### src/hw/rtl/kcsp_pkg.sv
// Shared types, character codes and constants for the coordinate stream parser.
`timescale 1ns / 1ps
`default_nettype none

package kcsp_pkg;

    localparam int ACC_W = 41;
    localparam int SUM_W = ACC_W + 5;
    localparam logic [ACC_W-1:0] ACC_LIMIT = {1'b0, {(ACC_W-1){1'b1}}};

    localparam logic [7:0] CH_COLON  = 8'h3A;
    localparam logic [7:0] CH_COMMA  = 8'h2C;
    localparam logic [7:0] CH_MINUS  = 8'h2D;
    localparam logic [7:0] CH_PERIOD = 8'h2E;
    localparam logic [7:0] CH_UPPER_L = 8'h4C;
    localparam logic [7:0] CH_LOWER_O = 8'h6F;
    localparam logic [7:0] CH_ZERO   = 8'h30;

    typedef enum logic [1:0] {
        KW_NONE = 2'd0,
        KW_STOP = 2'd1,
        KW_LON  = 2'd2,
        KW_LAT  = 2'd3
    } t_keyword;

    // Decoded view of the byte being processed.
    typedef struct packed {
        logic is_colon;
        logic is_comma;
        logic is_minus;
        logic is_period;
        logic at_start;
    } t_byte_ctl;

    // Message tracker status seen by the rest of the datapath.
    typedef struct packed {
        logic     at_start;
        t_keyword keyword;
    } t_msg_status;

    // Powers of ten, evaluated at elaboration only.
    function automatic longint unsigned pow10(int e);
        longint unsigned r;
        r = 1;
        for (int i = 0; i < e; i++) begin
            r = r * 10;
        end
        return r;
    endfunction

endpackage

`default_nettype wire

### src/hw/rtl/kcsp_keyword_track.sv
// Message position tracking and keyword selection for the parser.
`timescale 1ns / 1ps
`default_nettype none

module kcsp_keyword_track (
    input  wire logic                  i_clk,
    input  wire logic                  i_rst_n,
    input  wire logic                  i_en,
    input  wire logic [7:0]            i_byte,
    output kcsp_pkg::t_msg_status      o_status
);
    import kcsp_pkg::*;

    logic [1:0] r_pos,       n_pos;
    logic [7:0] r_first,     n_first;
    logic       r_second_o,  n_second_o;
    t_keyword   r_kw,        n_kw;

    always_comb begin
        n_pos      = r_pos;
        n_first    = r_first;
        n_second_o = r_second_o;
        n_kw       = r_kw;
        if (i_byte == CH_COLON) begin
            n_kw = KW_STOP;
            if (r_pos != 2'd0 && r_first == CH_UPPER_L) begin
                n_kw = (r_pos == 2'd2 && r_second_o) ? KW_LON : KW_LAT;
            end
            n_pos      = 2'd0;
            n_first    = '0;
            n_second_o = 1'b0;
        end else if (i_byte == CH_COMMA) begin
            n_pos      = 2'd0;
            n_first    = '0;
            n_second_o = 1'b0;
        end else begin
            if (r_pos == 2'd0) begin
                n_first = i_byte;
            end
            if (r_pos == 2'd1) begin
                n_second_o = (i_byte == CH_LOWER_O);
            end
            if (r_pos != 2'd2) begin
                n_pos = r_pos + 2'd1;
            end
        end
    end

    always_ff @(posedge i_clk) begin
        if (!i_rst_n) begin
            r_pos      <= 2'd0;
            r_first    <= '0;
            r_second_o <= 1'b0;
            r_kw       <= KW_NONE;
        end else if (i_en) begin
            r_pos      <= n_pos;
            r_first    <= n_first;
            r_second_o <= n_second_o;
            r_kw       <= n_kw;
        end
    end

    assign o_status.at_start = (r_pos == 2'd0);
    assign o_status.keyword  = r_kw;

endmodule

`default_nettype wire

### src/hw/rtl/kcsp_number_accum.sv
// Fixed-point decimal accumulator with sign, fraction count and saturation.
`timescale 1ns / 1ps
`default_nettype none

module kcsp_number_accum #(
    parameter int FRAC_DIGITS = 7
) (
    input  wire logic                          i_clk,
    input  wire logic                          i_rst_n,
    input  wire logic                          i_en,
    input  wire logic [7:0]                    i_byte,
    input  wire kcsp_pkg::t_byte_ctl           i_ctl,
    output logic signed [kcsp_pkg::ACC_W-1:0]  o_value
);
    import kcsp_pkg::*;

    localparam int CNT_W   = $clog2(FRAC_DIGITS + 1);
    localparam int SCALE_N = 1 << CNT_W;
    localparam int SCALE_W = $clog2(pow10(FRAC_DIGITS)) + 2;
    localparam int PROD_W  = SCALE_W + 9;
    localparam logic [SCALE_W-1:0] INT_SCALE = SCALE_W'(pow10(FRAC_DIGITS));
    localparam logic signed [SUM_W-1:0] LIM_POS = SUM_W'(ACC_LIMIT);
    localparam logic signed [SUM_W-1:0] LIM_NEG = -SUM_W'(ACC_LIMIT);

    logic                     r_neg,    n_neg;
    logic                     r_period, n_period;
    logic [CNT_W-1:0]         r_cnt,    n_cnt;
    logic signed [ACC_W-1:0]  r_acc,    n_acc;

    logic [SCALE_W-1:0]         frac_scale [SCALE_N];
    logic signed [8:0]          digit;
    logic signed [SCALE_W-1:0]  scale;
    logic signed [PROD_W-1:0]   prod;
    logic signed [SUM_W-1:0]    acc_ext;
    logic signed [SUM_W-1:0]    base;
    logic signed [SUM_W-1:0]    sum;
    logic signed [ACC_W-1:0]    sum_sat;

    // Weight of the next fraction digit, indexed by digits already taken.
    for (genvar g = 0; g < SCALE_N; g++) begin : g_scale
        if (g < FRAC_DIGITS) begin : g_used
            assign frac_scale[g] = SCALE_W'(pow10(FRAC_DIGITS - 1 - g));
        end else begin : g_unused
            assign frac_scale[g] = '0;
        end
    end

    assign digit   = $signed({1'b0, i_byte}) - $signed({1'b0, CH_ZERO});
    assign scale   = $signed(r_period ? frac_scale[r_cnt] : INT_SCALE);
    assign prod    = digit * scale;
    assign acc_ext = SUM_W'(r_acc);
    assign base    = r_period ? acc_ext : (acc_ext <<< 3) + (acc_ext <<< 1);
    assign sum     = base + SUM_W'(prod);

    always_comb begin
        if (sum > LIM_POS) begin
            sum_sat = ACC_W'(LIM_POS);
        end else if (sum < LIM_NEG) begin
            sum_sat = ACC_W'(LIM_NEG);
        end else begin
            sum_sat = ACC_W'(sum);
        end
    end

    always_comb begin
        n_neg    = r_neg;
        n_period = r_period;
        n_cnt    = r_cnt;
        n_acc    = r_acc;
        if (i_ctl.is_colon || i_ctl.is_comma) begin
            n_neg    = 1'b0;
            n_period = 1'b0;
            n_cnt    = '0;
            n_acc    = '0;
        end else if (i_ctl.at_start && i_ctl.is_minus) begin
            n_neg = 1'b1;
        end else if (r_period) begin
            if (r_cnt < CNT_W'(FRAC_DIGITS)) begin
                n_cnt = r_cnt + 1'b1;
                n_acc = sum_sat;
            end
        end else if (i_ctl.is_period) begin
            n_period = 1'b1;
        end else begin
            n_acc = sum_sat;
        end
    end

    always_ff @(posedge i_clk) begin
        if (!i_rst_n) begin
            r_neg    <= 1'b0;
            r_period <= 1'b0;
            r_cnt    <= '0;
            r_acc    <= '0;
        end else if (i_en) begin
            r_neg    <= n_neg;
            r_period <= n_period;
            r_cnt    <= n_cnt;
            r_acc    <= n_acc;
        end
    end

    // Signed value of the number so far, as stored when a comma ends it.
    assign o_value = r_neg ? -r_acc : r_acc;

endmodule

`default_nettype wire

### src/hw/rtl/keyword_coordinate_stream_parser.sv
// Top level of the keyword coordinate stream parser.
//
//  channel  | handshake          | payload
//  ---------+--------------------+-----------------------------------------------
//  input    | i_valid / o_ready  | i_rx_byte
//  output   | o_valid / i_ready  | o_latitude_done, o_latitude_value,
//           |                    | o_longitude_value
//
// One received byte is taken per clock cycle while the output is not stalled,
// and every byte gives exactly one output transaction. A byte is first
// captured in the input register, is then processed by the keyword tracker
// and the number accumulator, and its result lands in the output register.
// The accumulator's multiply-add is combinational. Reset is synchronous and
// active low; it clears the keyword, the number in progress and both stored
// coordinates. A stall on the output holds the output register and any byte
// in the input register, and input is refused only while the input register
// holds a byte that cannot move on.
`timescale 1ns / 1ps
`default_nettype none

module keyword_coordinate_stream_parser #(
    parameter int FRAC_DIGITS = 7
) (
    input  wire logic                          i_clk,
    input  wire logic                          i_rst_n,
    input  wire logic                          i_valid,
    output logic                               o_ready,
    input  wire logic [7:0]                    i_rx_byte,
    output logic                               o_valid,
    input  wire logic                          i_ready,
    output logic                               o_latitude_done,
    output logic signed [kcsp_pkg::ACC_W-1:0]  o_latitude_value,
    output logic signed [kcsp_pkg::ACC_W-1:0]  o_longitude_value
);
    import kcsp_pkg::*;

    // Input register.
    logic       r_in_vld;
    logic [7:0] r_in_byte;

    // Output register, which also holds the stored coordinates.
    logic                    r_out_vld;
    logic                    r_complete, n_complete;
    logic signed [ACC_W-1:0] r_lat,      n_lat;
    logic signed [ACC_W-1:0] r_lon,      n_lon;

    logic                    advance;
    logic                    process;
    t_msg_status             msg_status;
    t_byte_ctl               byte_ctl;
    logic signed [ACC_W-1:0] number_value;

    // The output register can take a new result when it is empty or is being
    // drained in this cycle; the input register follows the same rule.
    assign advance = !r_out_vld || i_ready;
    assign process = r_in_vld && advance;
    assign o_ready = !r_in_vld || advance;

    always_ff @(posedge i_clk) begin
        if (!i_rst_n) begin
            r_in_vld <= 1'b0;
        end else if (o_ready) begin
            r_in_vld <= i_valid;
        end
    end

    always_ff @(posedge i_clk) begin
        if (o_ready && i_valid) begin
            r_in_byte <= i_rx_byte;
        end
    end

    // Decode the byte under processing once for the accumulator.
    assign byte_ctl.is_colon  = (r_in_byte == CH_COLON);
    assign byte_ctl.is_comma  = (r_in_byte == CH_COMMA);
    assign byte_ctl.is_minus  = (r_in_byte == CH_MINUS);
    assign byte_ctl.is_period = (r_in_byte == CH_PERIOD);
    assign byte_ctl.at_start  = msg_status.at_start;

    kcsp_keyword_track u_keyword (
        .i_clk    (i_clk),
        .i_rst_n  (i_rst_n),
        .i_en     (process),
        .i_byte   (r_in_byte),
        .o_status (msg_status)
    );

    kcsp_number_accum #(
        .FRAC_DIGITS (FRAC_DIGITS)
    ) u_number (
        .i_clk   (i_clk),
        .i_rst_n (i_rst_n),
        .i_en    (process),
        .i_byte  (r_in_byte),
        .i_ctl   (byte_ctl),
        .o_value (number_value)
    );

    // A comma commits the number to whichever coordinate the last keyword
    // selected; a latitude also raises the completion flag for this
    // transaction. With no keyword or a stop keyword the number is dropped.
    always_comb begin
        n_lat      = r_lat;
        n_lon      = r_lon;
        n_complete = 1'b0;
        if (byte_ctl.is_comma) begin
            case (msg_status.keyword)
                KW_LON: begin
                    n_lon = number_value;
                end
                KW_LAT: begin
                    n_lat      = number_value;
                    n_complete = 1'b1;
                end
                default: begin
                    n_complete = 1'b0;
                end
            endcase
        end
    end

    always_ff @(posedge i_clk) begin
        if (!i_rst_n) begin
            r_out_vld  <= 1'b0;
            r_complete <= 1'b0;
            r_lat      <= '0;
            r_lon      <= '0;
        end else begin
            if (advance) begin
                r_out_vld <= r_in_vld;
            end
            if (process) begin
                r_complete <= n_complete;
                r_lat      <= n_lat;
                r_lon      <= n_lon;
            end
        end
    end

    assign o_valid           = r_out_vld;
    assign o_latitude_done   = r_complete;
    assign o_latitude_value  = r_lat;
    assign o_longitude_value = r_lon;

endmodule

`default_nettype wire

### config.mk
export PLATFORM = sky130hd
export DESIGN_NAME = keyword_coordinate_stream_parser
export DESIGN_NICKNAME = d
export VERILOG_FILES = /design/src/hw/rtl/kcsp_pkg.sv /design/src/hw/rtl/kcsp_keyword_track.sv /design/src/hw/rtl/kcsp_number_accum.sv /design/src/hw/rtl/keyword_coordinate_stream_parser.sv
export SDC_FILE = /design/constraint.sdc
export NUM_CORES = 1
export LEC_CHECK = 0
export ABC_AREA = 1
export BUFFER_PORTS_ARGS = -buffer_cell sky130_fd_sc_hd__buf_2
export CAP_MARGIN = 20
export CORE_MARGIN = 2
export CORE_UTILIZATION = 55
export DETAILED_ROUTE_END_ITERATION = 10
export PLACE_DENSITY = 0.73
export SLEW_MARGIN = 15
export SYNTH_ARGS = -nofsm -noshare
export SYNTH_HDL_FRONTEND = slang
export SYNTH_SLANG_ARGS = --single-unit
### constraint.sdc
create_clock -name i_clk -period 9.8 [get_ports i_clk]
set_input_delay 0.98 -clock i_clk [delete_from_list [all_inputs] [get_ports i_clk]]
set_output_delay 0.98 -clock i_clk [all_outputs]
set_load 0.005 [all_outputs]
# == Yosys cells after proc, flatten, opt, wreduce, memory -nomap -nowiden ==
# Memories as Yosys holds them, arrays and structs flattened.
# Index checks and enable logic that the tools add are counted.
# word_totals
ff_bits,152
latch_bits,0
ram_bits,0
mem_bits_ro,208
input_bits,12
output_inout_bits,85
word_cells,104
mem_count,1
# memory_table
memory,words,word_bits,read_ports,rd_ports_with_merged_regs,write_ports,line,text
(no name shown),8,26,1,0,0,kcsp_number_accum.sv:49,assign scale = $signed(r_period ? frac_scale[r_cnt] : INT_SCALE);
# classes
addsub,6
mul,1
n_div,0
n_lt_le_gt_ge,4
eq_ne,14
shifts,0
mux,35
bitwise_logic,1
reduce_logical,28
# op_table
op,n
$mux W41,8
$mux W26,3
$add A46 B35 Y46,1
$gt A46 B41 Y1 const B,1
$lt A46 B41 Y1 const B,1
$mux W46,1
$add A44 B42 Y45,1
$neg A41 Y41,1
$mul A9 B26 Y35,1
$eq A8 B6 Y1 const B,4
$mux W8,3
$eq A8 B7 Y1 const B,2
$mux W1,12
$mux W3,4
$reduce_and A2 Y1,6
$reduce_bool A3 Y1,3
$sub A8 B6 Y9 const B,1
$mux W2,4
$reduce_and A4 Y1,2
$reduce_bool A2 Y1,4
$eq A2 B2 Y1 const B,3
$reduce_and A3 Y1,2
$logic_and A1 B1 Y1,5
$ge A4 B4 Y1 const B,1
12 further kinds,15

# == Depth between registers and ports, before layout ==
# Gate-level depths: netlist (run 1).
# logic_depth
ltp_word,14
ltp_mapped,44
ltp_nobuf,43

# == Hierarchy ==
# Synthesis (run 1) repeated with hierarchy kept, for this count alone.
# unflattened
cells_unflattened,3289
hier_area_um2,21141.5
# by_module_without_submodules
mod,n_inst,cells_per_inst,area_each_um2,seq_area_each_um2
kcsp_number_accum,1,2460,15693.8,920.9
keyword_coordinate_stream_parser,1,703,4621.9,1941.9
kcsp_keyword_track,1,126,825.8,260.2

# == Worst setup path before layout (run 1) ==
# Ideal clock, no wire load.
# synth_path
path_type,register -> register
startpoint,register r_in_byte[4]
endpoint,register u_number.r_acc[34]
setup_time_ps,132
arrival_time_ps,6865
required_time_ps,9668
slack_ps,2803
path_stages_with_launch,33
path_buffers,2
synth_period_minus_slack_ps,6997
path_cell_list,edfxtp_1 ha_1 nor2_1 inv_1 clkbuf_1 nor2_1 fa_1 fa_1 inv_1 fa_1 inv_1 fa_1 inv_1 fa_1 inv_1 ha_1 nand2_1 nor2_1 inv_1 nor3_2 nand2_1 nand2_1 nand2_1 nand2_2 xor2_4 nand2_1 nor2_1 nand2_2 nand3_4 buf_6 o21ai_2 inv_2 a21oi_1
# synth_between
elab_chain_len,10
elab_cells_between_ends,22
cone_classes,add/sub: 2; mul: 1; order compare: 2; eq/ne: 7; mux: 7; reduce/logical: 3
# synth_rtl
element,line,text
from (decl),keyword_coordinate_stream_parser.sv:39,logic [7:0] r_in_byte;
from (signal assigned),keyword_coordinate_stream_parser.sv:69,r_in_byte <= i_rx_byte;
$sub A8 B6 Y9,kcsp_number_accum.sv:48,"assign digit = $signed({1'b0, i_byte}) - $signed({1'b0, CH_ZERO});"
$mul A9 B26 Y35,kcsp_number_accum.sv:50,assign prod = digit * scale;
$add A46 B35 Y46,kcsp_number_accum.sv:53,assign sum = base + SUM_W'(prod);
$lt A46 B41 Y1,kcsp_number_accum.sv:58,end else if (sum < LIM_NEG) begin
$mux W41,kcsp_number_accum.sv:58,
$mux W41,kcsp_number_accum.sv:56,if (sum > LIM_POS) begin
$mux W41 (on tied branches),"kcsp_number_accum.sv:82, kcsp_number_accum.sv:78",
$mux W41,kcsp_number_accum.sv:77,end else if (r_period) begin
$mux W41,kcsp_number_accum.sv:75,end else if (i_ctl.at_start && i_ctl.is_minus) begin
$mux W41,kcsp_number_accum.sv:70,if (i_ctl.is_colon || i_ctl.is_comma) begin
to (signal assigned),kcsp_number_accum.sv:99,r_acc <= n_acc;
to (decl),kcsp_number_accum.sv:28,"logic signed [ACC_W-1:0] r_acc, n_acc;"
# Several ways; a longest one is shown, not always the timed one. The select of a mux whose other input is x is not followed.
# A chain may end at the register's enable or synchronous reset.

# == Worst setup path in the final report (run 1) ==
# layout_path
startpoint,register u_number.r_period
endpoint,register u_number.r_acc[2]
# layout_between
elab_chain_len,10
elab_cells_between_ends,16
cone_classes,add/sub: 1; mul: 1; order compare: 2; eq/ne: 2; mux: 9; reduce/logical: 1
# layout_rtl
element,line,text
from (decl),kcsp_number_accum.sv:26,"logic r_period, n_period;"
from (signal assigned),kcsp_number_accum.sv:97,r_period <= n_period;
$mux W26,kcsp_number_accum.sv:49,
$mul A9 B26 Y35,kcsp_number_accum.sv:50,
$add A46 B35 Y46,kcsp_number_accum.sv:53,
$lt A46 B41 Y1,kcsp_number_accum.sv:58,
$mux W41,kcsp_number_accum.sv:58,
$mux W41,kcsp_number_accum.sv:56,
$mux W41 (on tied branches),"kcsp_number_accum.sv:82, kcsp_number_accum.sv:78",
$mux W41,kcsp_number_accum.sv:77,
$mux W41,kcsp_number_accum.sv:75,
$mux W41,kcsp_number_accum.sv:70,
# Several ways; a longest one is shown, not always the timed one. The select of a mux whose other input is x is not followed.

==> flow_summary.json, run 1 <==
{
  "rows": 69,
  "h-tree-depth": 4,
  "cts_tree": "yes",
  "period_minus_slack_ps": 8840,
  "critical-path-max-stage-delay_ps": 600,
  "final_common_cell": "inv_1",
  "critPathLaunchType": "register",
  "hold_viol_final": 0,
  "layout.nets": 3407,
  "violations": "design-rule violations",
  "grt_overflow_total": 0,
  "irDropWorstVdd_v": 0.000289,
  "slew_headroom_pct": 29.7,
  "ys_ff_latch": 152,
  "core_sq_um": 35700,
  "die_y_um": 194,
  "syn_area_sq_um": 19900,
  "clkSinkCount": 152,
  "status": "finished with violations",
  "grt.met3_usage_pct": 7.41,
  "met2_usage_pct": 57.8,
  "cts_setup_buffers": 0,
  "cts_buffers": 17,
  "rsz0062_at_grt": "false",
  "grt_pass1_vias": 19377,
  "gp_congestion": 1.09,
  "vias": 19639,
  "grt_max_degree": 90,
  "postSynthAreaPerCell_sq_um": 6.66,
  "p_per_area_nw_per_um2": 311,
  "wl_per_cell_um": 19.2,
  "grt_usage_pct": 36.5,
  "crit_fanout": 42,
  "busiest_layer": "met2",
  "finClkSkew_ps": 25.1,
  "final_cell_mix": "inv_1, nand2_1, nor2_1",
  "worstPathArrival_ps": 9190,
  "clk-insertion-delay-late_ps": 450,
  "fin_setup_tns_ps": 0,
  "p_leak_nw": 11.9,
  "root_buffer": "clkbuf_16",
  "setup_violations": 0,
  "fin_crit_sh_pct": 90.2,
  "ys_types": 57,
  "drtIter0Drc": 1776,
  "cp.required_ps": 10140,
  "crit_path_end_kind": "register",
  "cts_resized": 0,
  "clk_path_buf_depth": 2,
  "seq_area_frac_synth_pct": 15.7,
  "drive_gt1_share_pct": 6.48,
  "tightest_slew_ps": 1050,
  "synth_nets": 3354,
  "synth-edff-count": 8,
  "ant_nets": 0,
  "vias_per_cell": 5.58,
  "io_pins": 97,
  "synth-async-reset-ratio_pct": 0,
  "cp_slowest_cell": "nand2_2",
  "port_buffers": 96,
  "dp_hpwl_um": 56000,
  "yosysWarnings": 0,
  "drc": 24,
  "drv_slew": 0,
  "use_met1_pct": 50.2,
  "hp-class": "register to register",
  "clock.fmax_ghz": 0.113,
  "area_delta_synth_final_pct": 7.23,
  "path_class": "register to register",
  "grt_first_pass_wirelength_um": 107000,
  "antenna_found_initial": 0,
  "hold_buffers": 0,
  "die-area_sq_um": 37800,
  "firstDrtPassIters": 9,
  "start_util_pct": 55.9,
  "drt-total-wl_um": 67600,
  "path_clk_slew_ps": 80,
  "ys.flop_type": "dfxtp_1",
  "die_x_um": 194,
  "synthCells": 2991,
  "totalPowerFinal_w": 0.00664,
  "max_cap_viol_count": 0
}
## cell type report
class	count	area, sq um
fill	3515	14300
multi-input combinational	2069	13900
sequential	152	3120
inverter	697	2620
tap	461	577
timing repair buffer	107	563
clock buffer	17	425
clock inverter	15	198
antenna	1	2.50
## synth_stat cells (all sizes together), types with 18 or more instances
cell type	n	share of area (%)
a21oi	171	4.3
buf	20	0.64
clkbuf	53	1.0
dfxtp	144	14
fa	162	16
ha	189	12
inv	696	13
nand2	625	12
nand3	145	3.8
nand3b	33	1.2
nand4	19	0.60
nor2	294	5.6
nor3	30	0.91
o211ai	23	0.87
o21a	25	0.94
o21ai	191	4.9
o21bai	39	1.5
or2	18	0.57
xor2	40	1.9
## metal layers
metal / part of all wire [%] / wire (um)
met5: 0 / 0
met4: 2.9 / 1930
met3: 9.3 / 6260
met2: 44 / 29800
met1: 44 / 29600
## final timing paths
path                                          from                          endpoint  slack, ps  depth (start not counted)
setup / recovery    u_number.r_period$_SDFFE_PN0P_    u_number.r_acc[2]$_SDFFE_PN0P_        960                         31
hold / removal    o_latitude_value[1]$_SDFFE_PN0P_  o_latitude_value[1]$_SDFFE_PN0P_        440                          2
setup reg to reg    u_number.r_period$_SDFFE_PN0P_    u_number.r_acc[2]$_SDFFE_PN0P_        960                         31
hold reg to reg   o_latitude_value[1]$_SDFFE_PN0P_  o_latitude_value[1]$_SDFFE_PN0P_        440                          2
## per-stage QoR
step                      hold WS, ps  instances  cell area [sq um]  setup slack, ps  util (%)
final                             444       3519              21400              956      59.9
after detailed placement          436       3486              20700             1190      58.2
after floorplan                   434       2991              19900             2800         -
after CTS                         447       3518              21400             1140      59.9
after global routing              476       3518              21400              433      59.9
after global placement            431       3486              20700             1240      58.2
## registers in the layout (all words and copies together), names as in the netlist
signal and cells:
o_latitude_done 1, o_latitude_value 41, o_longitude_value 41, o_valid 1, r_in_byte 8, r_in_vld 1
u_keyword.r_first 8, u_keyword.r_kw 2, u_keyword.r_pos 2, u_keyword.r_second_o 1, u_number.r_acc 41, u_number.r_cnt 3
u_number.r_neg 1, u_number.r_period 1
## report_power, final
part	internal [W]	switching, W
registers	0.000676	0.000141
clock network	0.000371	0.000330
logic	0.00166	0.00346
## kinds of logic (layout without fill, tap and decap cells)
logic type,after synthesis,count (layout),share of synthesized area [%]
AND/OR/NAND/NOR,1181,1181,25.1
AO/OA/AOI/OAI,487,487,14.0
flip-flops,152,152,15.7
multiplexers,1,1,0.0502
adder cells (fa/ha/maj),351,351,28.1
other,0,1,0
buffers and inverters,770,836,14.8
XOR/XNOR,49,49,2.25
## critical path: cells and delay by family, from the launching register on
family	cells	cell delay, ps
flip-flops	1	410
AND/OR/NAND/NOR	18	3560
buffers and inverters	5	1150
AO/OA/AOI/OAI	2	640
adder cells (fa/ha/maj)	6	2970
(Power assumes the default switching activity.)
==> run 2, diff against run 1 <==
--- a/config.mk
+++ b/config.mk
@@ -5,7 +5,6 @@
 export SDC_FILE = /design/constraint.sdc
 export NUM_CORES = 1
 export LEC_CHECK = 0
-export ABC_AREA = 1
 export BUFFER_PORTS_ARGS = -buffer_cell sky130_fd_sc_hd__buf_2
 export CAP_MARGIN = 20
 export CORE_MARGIN = 2
==> run 2 against run 1 <==
Net effect: clock-buffer cell count rose by 4; the flow now finishes without violations; largest power group unchanged; area after synthesis decreased by 6.7%; maximum frequency decreased by 1.8%.
==> flow_summary.json, run 2 <==
{
  "status": "complete, no violations",
  "max_cap_viol_count": 0,
  "cp_slowest_cell": "and2_1",
  "core_sq_um": 33400,
  "seq_area_frac_synth_pct": 16.8,
  "cts_setup_buffers": 0,
  "slew_headroom_pct": 40.5,
  "final_common_cell": "nand2_1",
  "wl_per_cell_um": 19.0,
  "clockPowerShare_pct": 9.7,
  "die_x_um": 188,
  "cts_tree": "yes",
  "final_cell_mix": "nand2_1, inv_1, ha_1",
  "die_y_um": 188,
  "seq_area_sq_um": 3130,
  "worstPathArrival_ps": 9380,
  "ys_ff_latch": 152,
  "synthCells": 2297,
  "synthMuxAreaShare_pct": 0.995,
  "fin_setup_tns_ps": 0,
  "hold_buffers": 0,
  "grt_overflow_total": 0,
  "port_buffers": 96,
  "critical-path-max-stage-delay_ps": 710,
  "vias": 16663,
  "clk-insertion-delay-late_ps": 430,
  "hold_slack_ps": 474,
  "crit_path_end_kind": "register",
  "ys_types": 71,
  "firstDrtPassIters": 5,
  "grt_usage_pct": 30.5,
  "synth_nets": 2660,
  "io_pins": 97,
  "drtIter0Drc": 1482,
  "grt_first_pass_wirelength_um": 86300,
  "critPathLaunchType": "register",
  "synthXorXnorAreaFrac_pct": 4.38,
  "rrSetupSlack_ps": 800,
  "clk_path_buf_depth": 2,
  "p_leak_nw": 10.7,
  "postSynthAreaPerCell_sq_um": 8.10,
  "drc": 0,
  "min_from": "u_keyword.r_second_o$_SDFFE_PN0P_",
  "tightest_slew_ps": 892,
  "period_minus_slack_ps": 9000,
  "drt-total-wl_um": 52900,
  "h-tree-depth": 4,
  "setup_violations": 0,
  "fillers": 2938,
  "synth_top_family_by_area": "adder cells",
  "internal_power_w": 0.00309,
  "reg2reg_depth": 27,
  "cp.required_ps": 10170,
  "yosysTopAreaCellShare_pct": 17.4,
  "yosysTopAreaCell": "fa_1",
  "cpMostUsedCell": "fa_1",
  "synth.area.top_cells": "fa_1, dfxtp_1, ha_1",
  "hold_viol_final": 0,
  "irDropWorstVdd_v": 0.000291,
  "synth_simple_gate_area_share_pct": 18.7,
  "r2r_end": "u_number.r_acc[28]$_SDFFE_PN0P_",
  "synth_most_common_cell": "nand2_1",
  "gp_congestion": 1.01,
  "utilization_pct": 59.9,
  "synthAdderAreaFrac_pct": 30.1,
  "rr_startpoint": "r_in_byte[4]$_DFFE_PP_",
  "cts_buffers": 17,
  "rows": 67,
  "pwr-share-seq_pct": 11.7,
  "die-area_sq_um": 35300,
  "start_util_pct": 55.6,
  "synth_compound_gate_area_share_pct": 20.6,
  "path_clk_slew_ps": 70,
  "path_class": "register to register",
  "cts_resized": 0,
  "clkSinkCount": 152,
  "antenna_found_initial": 0,
  "crit_fanout": 21,
  "fin_crit_sh_pct": 91.9,
  "hold_path_depth": 1,
  "comb_power_share_pct": 78.6,
  "finClkSkew_ps": 10.2,
  "multi_input_area_sq_um": 13900,
  "ant_nets": 0,
  "synth-edff-count": 8,
  "root_buffer": "clkbuf_16",
  "drv_slew": 0,
  "ys_top_cells_by_count": "nand2_1, inv_1, ha_1",
  "rsz0062_at_grt": "false",
  "antenna_cells": 0,
  "grt_pass1_vias": 16455,
  "min_to": "u_keyword.r_kw[0]$_SDFFE_PN0P_",
  "vias_per_cell": 5.99,
  "synth-async-reset-ratio_pct": 0,
  "dp_hpwl_um": 42800,
  "netSwitchingFraction_pct": 56.3,
  "yosysWarnings": 0,
  "switchingPower_w": 0.00398,
  "area_delta_synth_final_pct": 7.63,
  "hp-class": "register to register",
  "ys.flop_type": "dfxtp_1",
  "drive_gt1_share_pct": 7.66,
  "clock.fmax_ghz": 0.111,
  "syn_area_sq_um": 18600,
  "p_per_area_nw_per_um2": 353,
  "layout.nets": 2686,
  "grt_max_degree": 94,
  "totalPowerFinal_w": 0.00708
}
[run 2: cell count changes after synthesis, sizes merged, moves of 33 or more]
cell / change
a21o: +43
a21oi: -67
clkbuf: +53
inv: -407
nand2: -291
nand3: -106
nand3b: -33
nor2: -176
nor2b: +42
o211a: +77
o21ai: -84
[run 2: power by group through the flow]
| stage | clock (W) | combinational [W] | sequential [W] |
|---|---|---|---|
| 2_1_floorplan | 0 | 0.00411 | 0.000779 |
| 3_3_place_gp | 0 | 0.00534 | 0.000837 |
| 3_5_place_dp | 0 | 0.00543 | 0.000836 |
| 4_1_cts | 0.000696 | 0.00547 | 0.000823 |
| 5_1_grt | 0.000719 | 0.00618 | 0.000838 |
| 6_report | 0.000687 | 0.00556 | 0.000829 |
[run 2: layout make-up]
cell class / instances / area share [%]
inverters: 289 / 5.42
clock inverters: 11 / 0.681
clock buffers: 21 / 2.41
multi-input cells: 1740 / 69.7
well taps: 448 / 2.80
flip-flops and latches: 152 / 15.6
repair buffers: 123 / 3.42
[run 2: how the worst max path moves through the flow]
stage	start	to	cells past startpoint	slack (ps)
CTS	u_number.r_acc[2]$_SDFFE_PN0P_	u_number.r_acc[33]$_SDFFE_PN0P_	32	920
global route	r_in_byte[4]$_DFFE_PP_	u_number.r_acc[30]$_SDFFE_PN0P_	27	230
detailed placement	u_number.r_acc[2]$_SDFFE_PN0P_	u_number.r_acc[39]$_SDFFE_PN0P_	32	1000
finish	r_in_byte[4]$_DFFE_PP_	u_number.r_acc[28]$_SDFFE_PN0P_	27	800
floorplan	r_in_byte[4]$_DFFE_PP_	u_number.r_acc[30]$_SDFFE_PN0P_	27	1070
global placement	r_in_byte[4]$_DFFE_PP_	u_number.r_acc[30]$_SDFFE_PN0P_	27	1310
[run 2: kinds of logic after synthesis]
family / Yosys count
AO/OA/AOI/OAI: 540
XOR/XNOR: 93
adder cells (fa/ha/maj): 351
buffers and inverters: 405
flip-flops: 152
multiplexers: 18
AND/OR/NAND/NOR: 738
[run 2: critical path: cells and delay by family, from the launching register on]
family,cells,cell delay [ps]
adders and majority gates,7,3420
AOI/OAI and AO/OA,9,2650
and+or+nand+nor,4,1570
buffers and inverters,6,700
DFF,1,380
xor gates and xnor gates,1,260
[run 2: routing by layer]
metal / part of all wire, % / up-vias / routed length [um] / GRT usage [%]
met5: 0 / - / 0 / 0
met4: 3.2 / 0 / 1670 / 9.66
met3: 6.6 / 99 / 3500 / 5.03
met2: 47 / 586 / 25100 / 51.3
met1: 43 / 8064 / 22600 / 40.3
li1: - / 7914 / - / -
[run 2: through the flow]
stage	instances	setup slack (ps)	cell area, sq um
5_1_grt	2784	228	20000
3_5_place_dp	2752	998	19400
2_1_floorplan	2297	1070	18600
3_3_place_gp	2752	1310	19400
4_1_cts	2784	921	20000
6_report	2784	795	20000
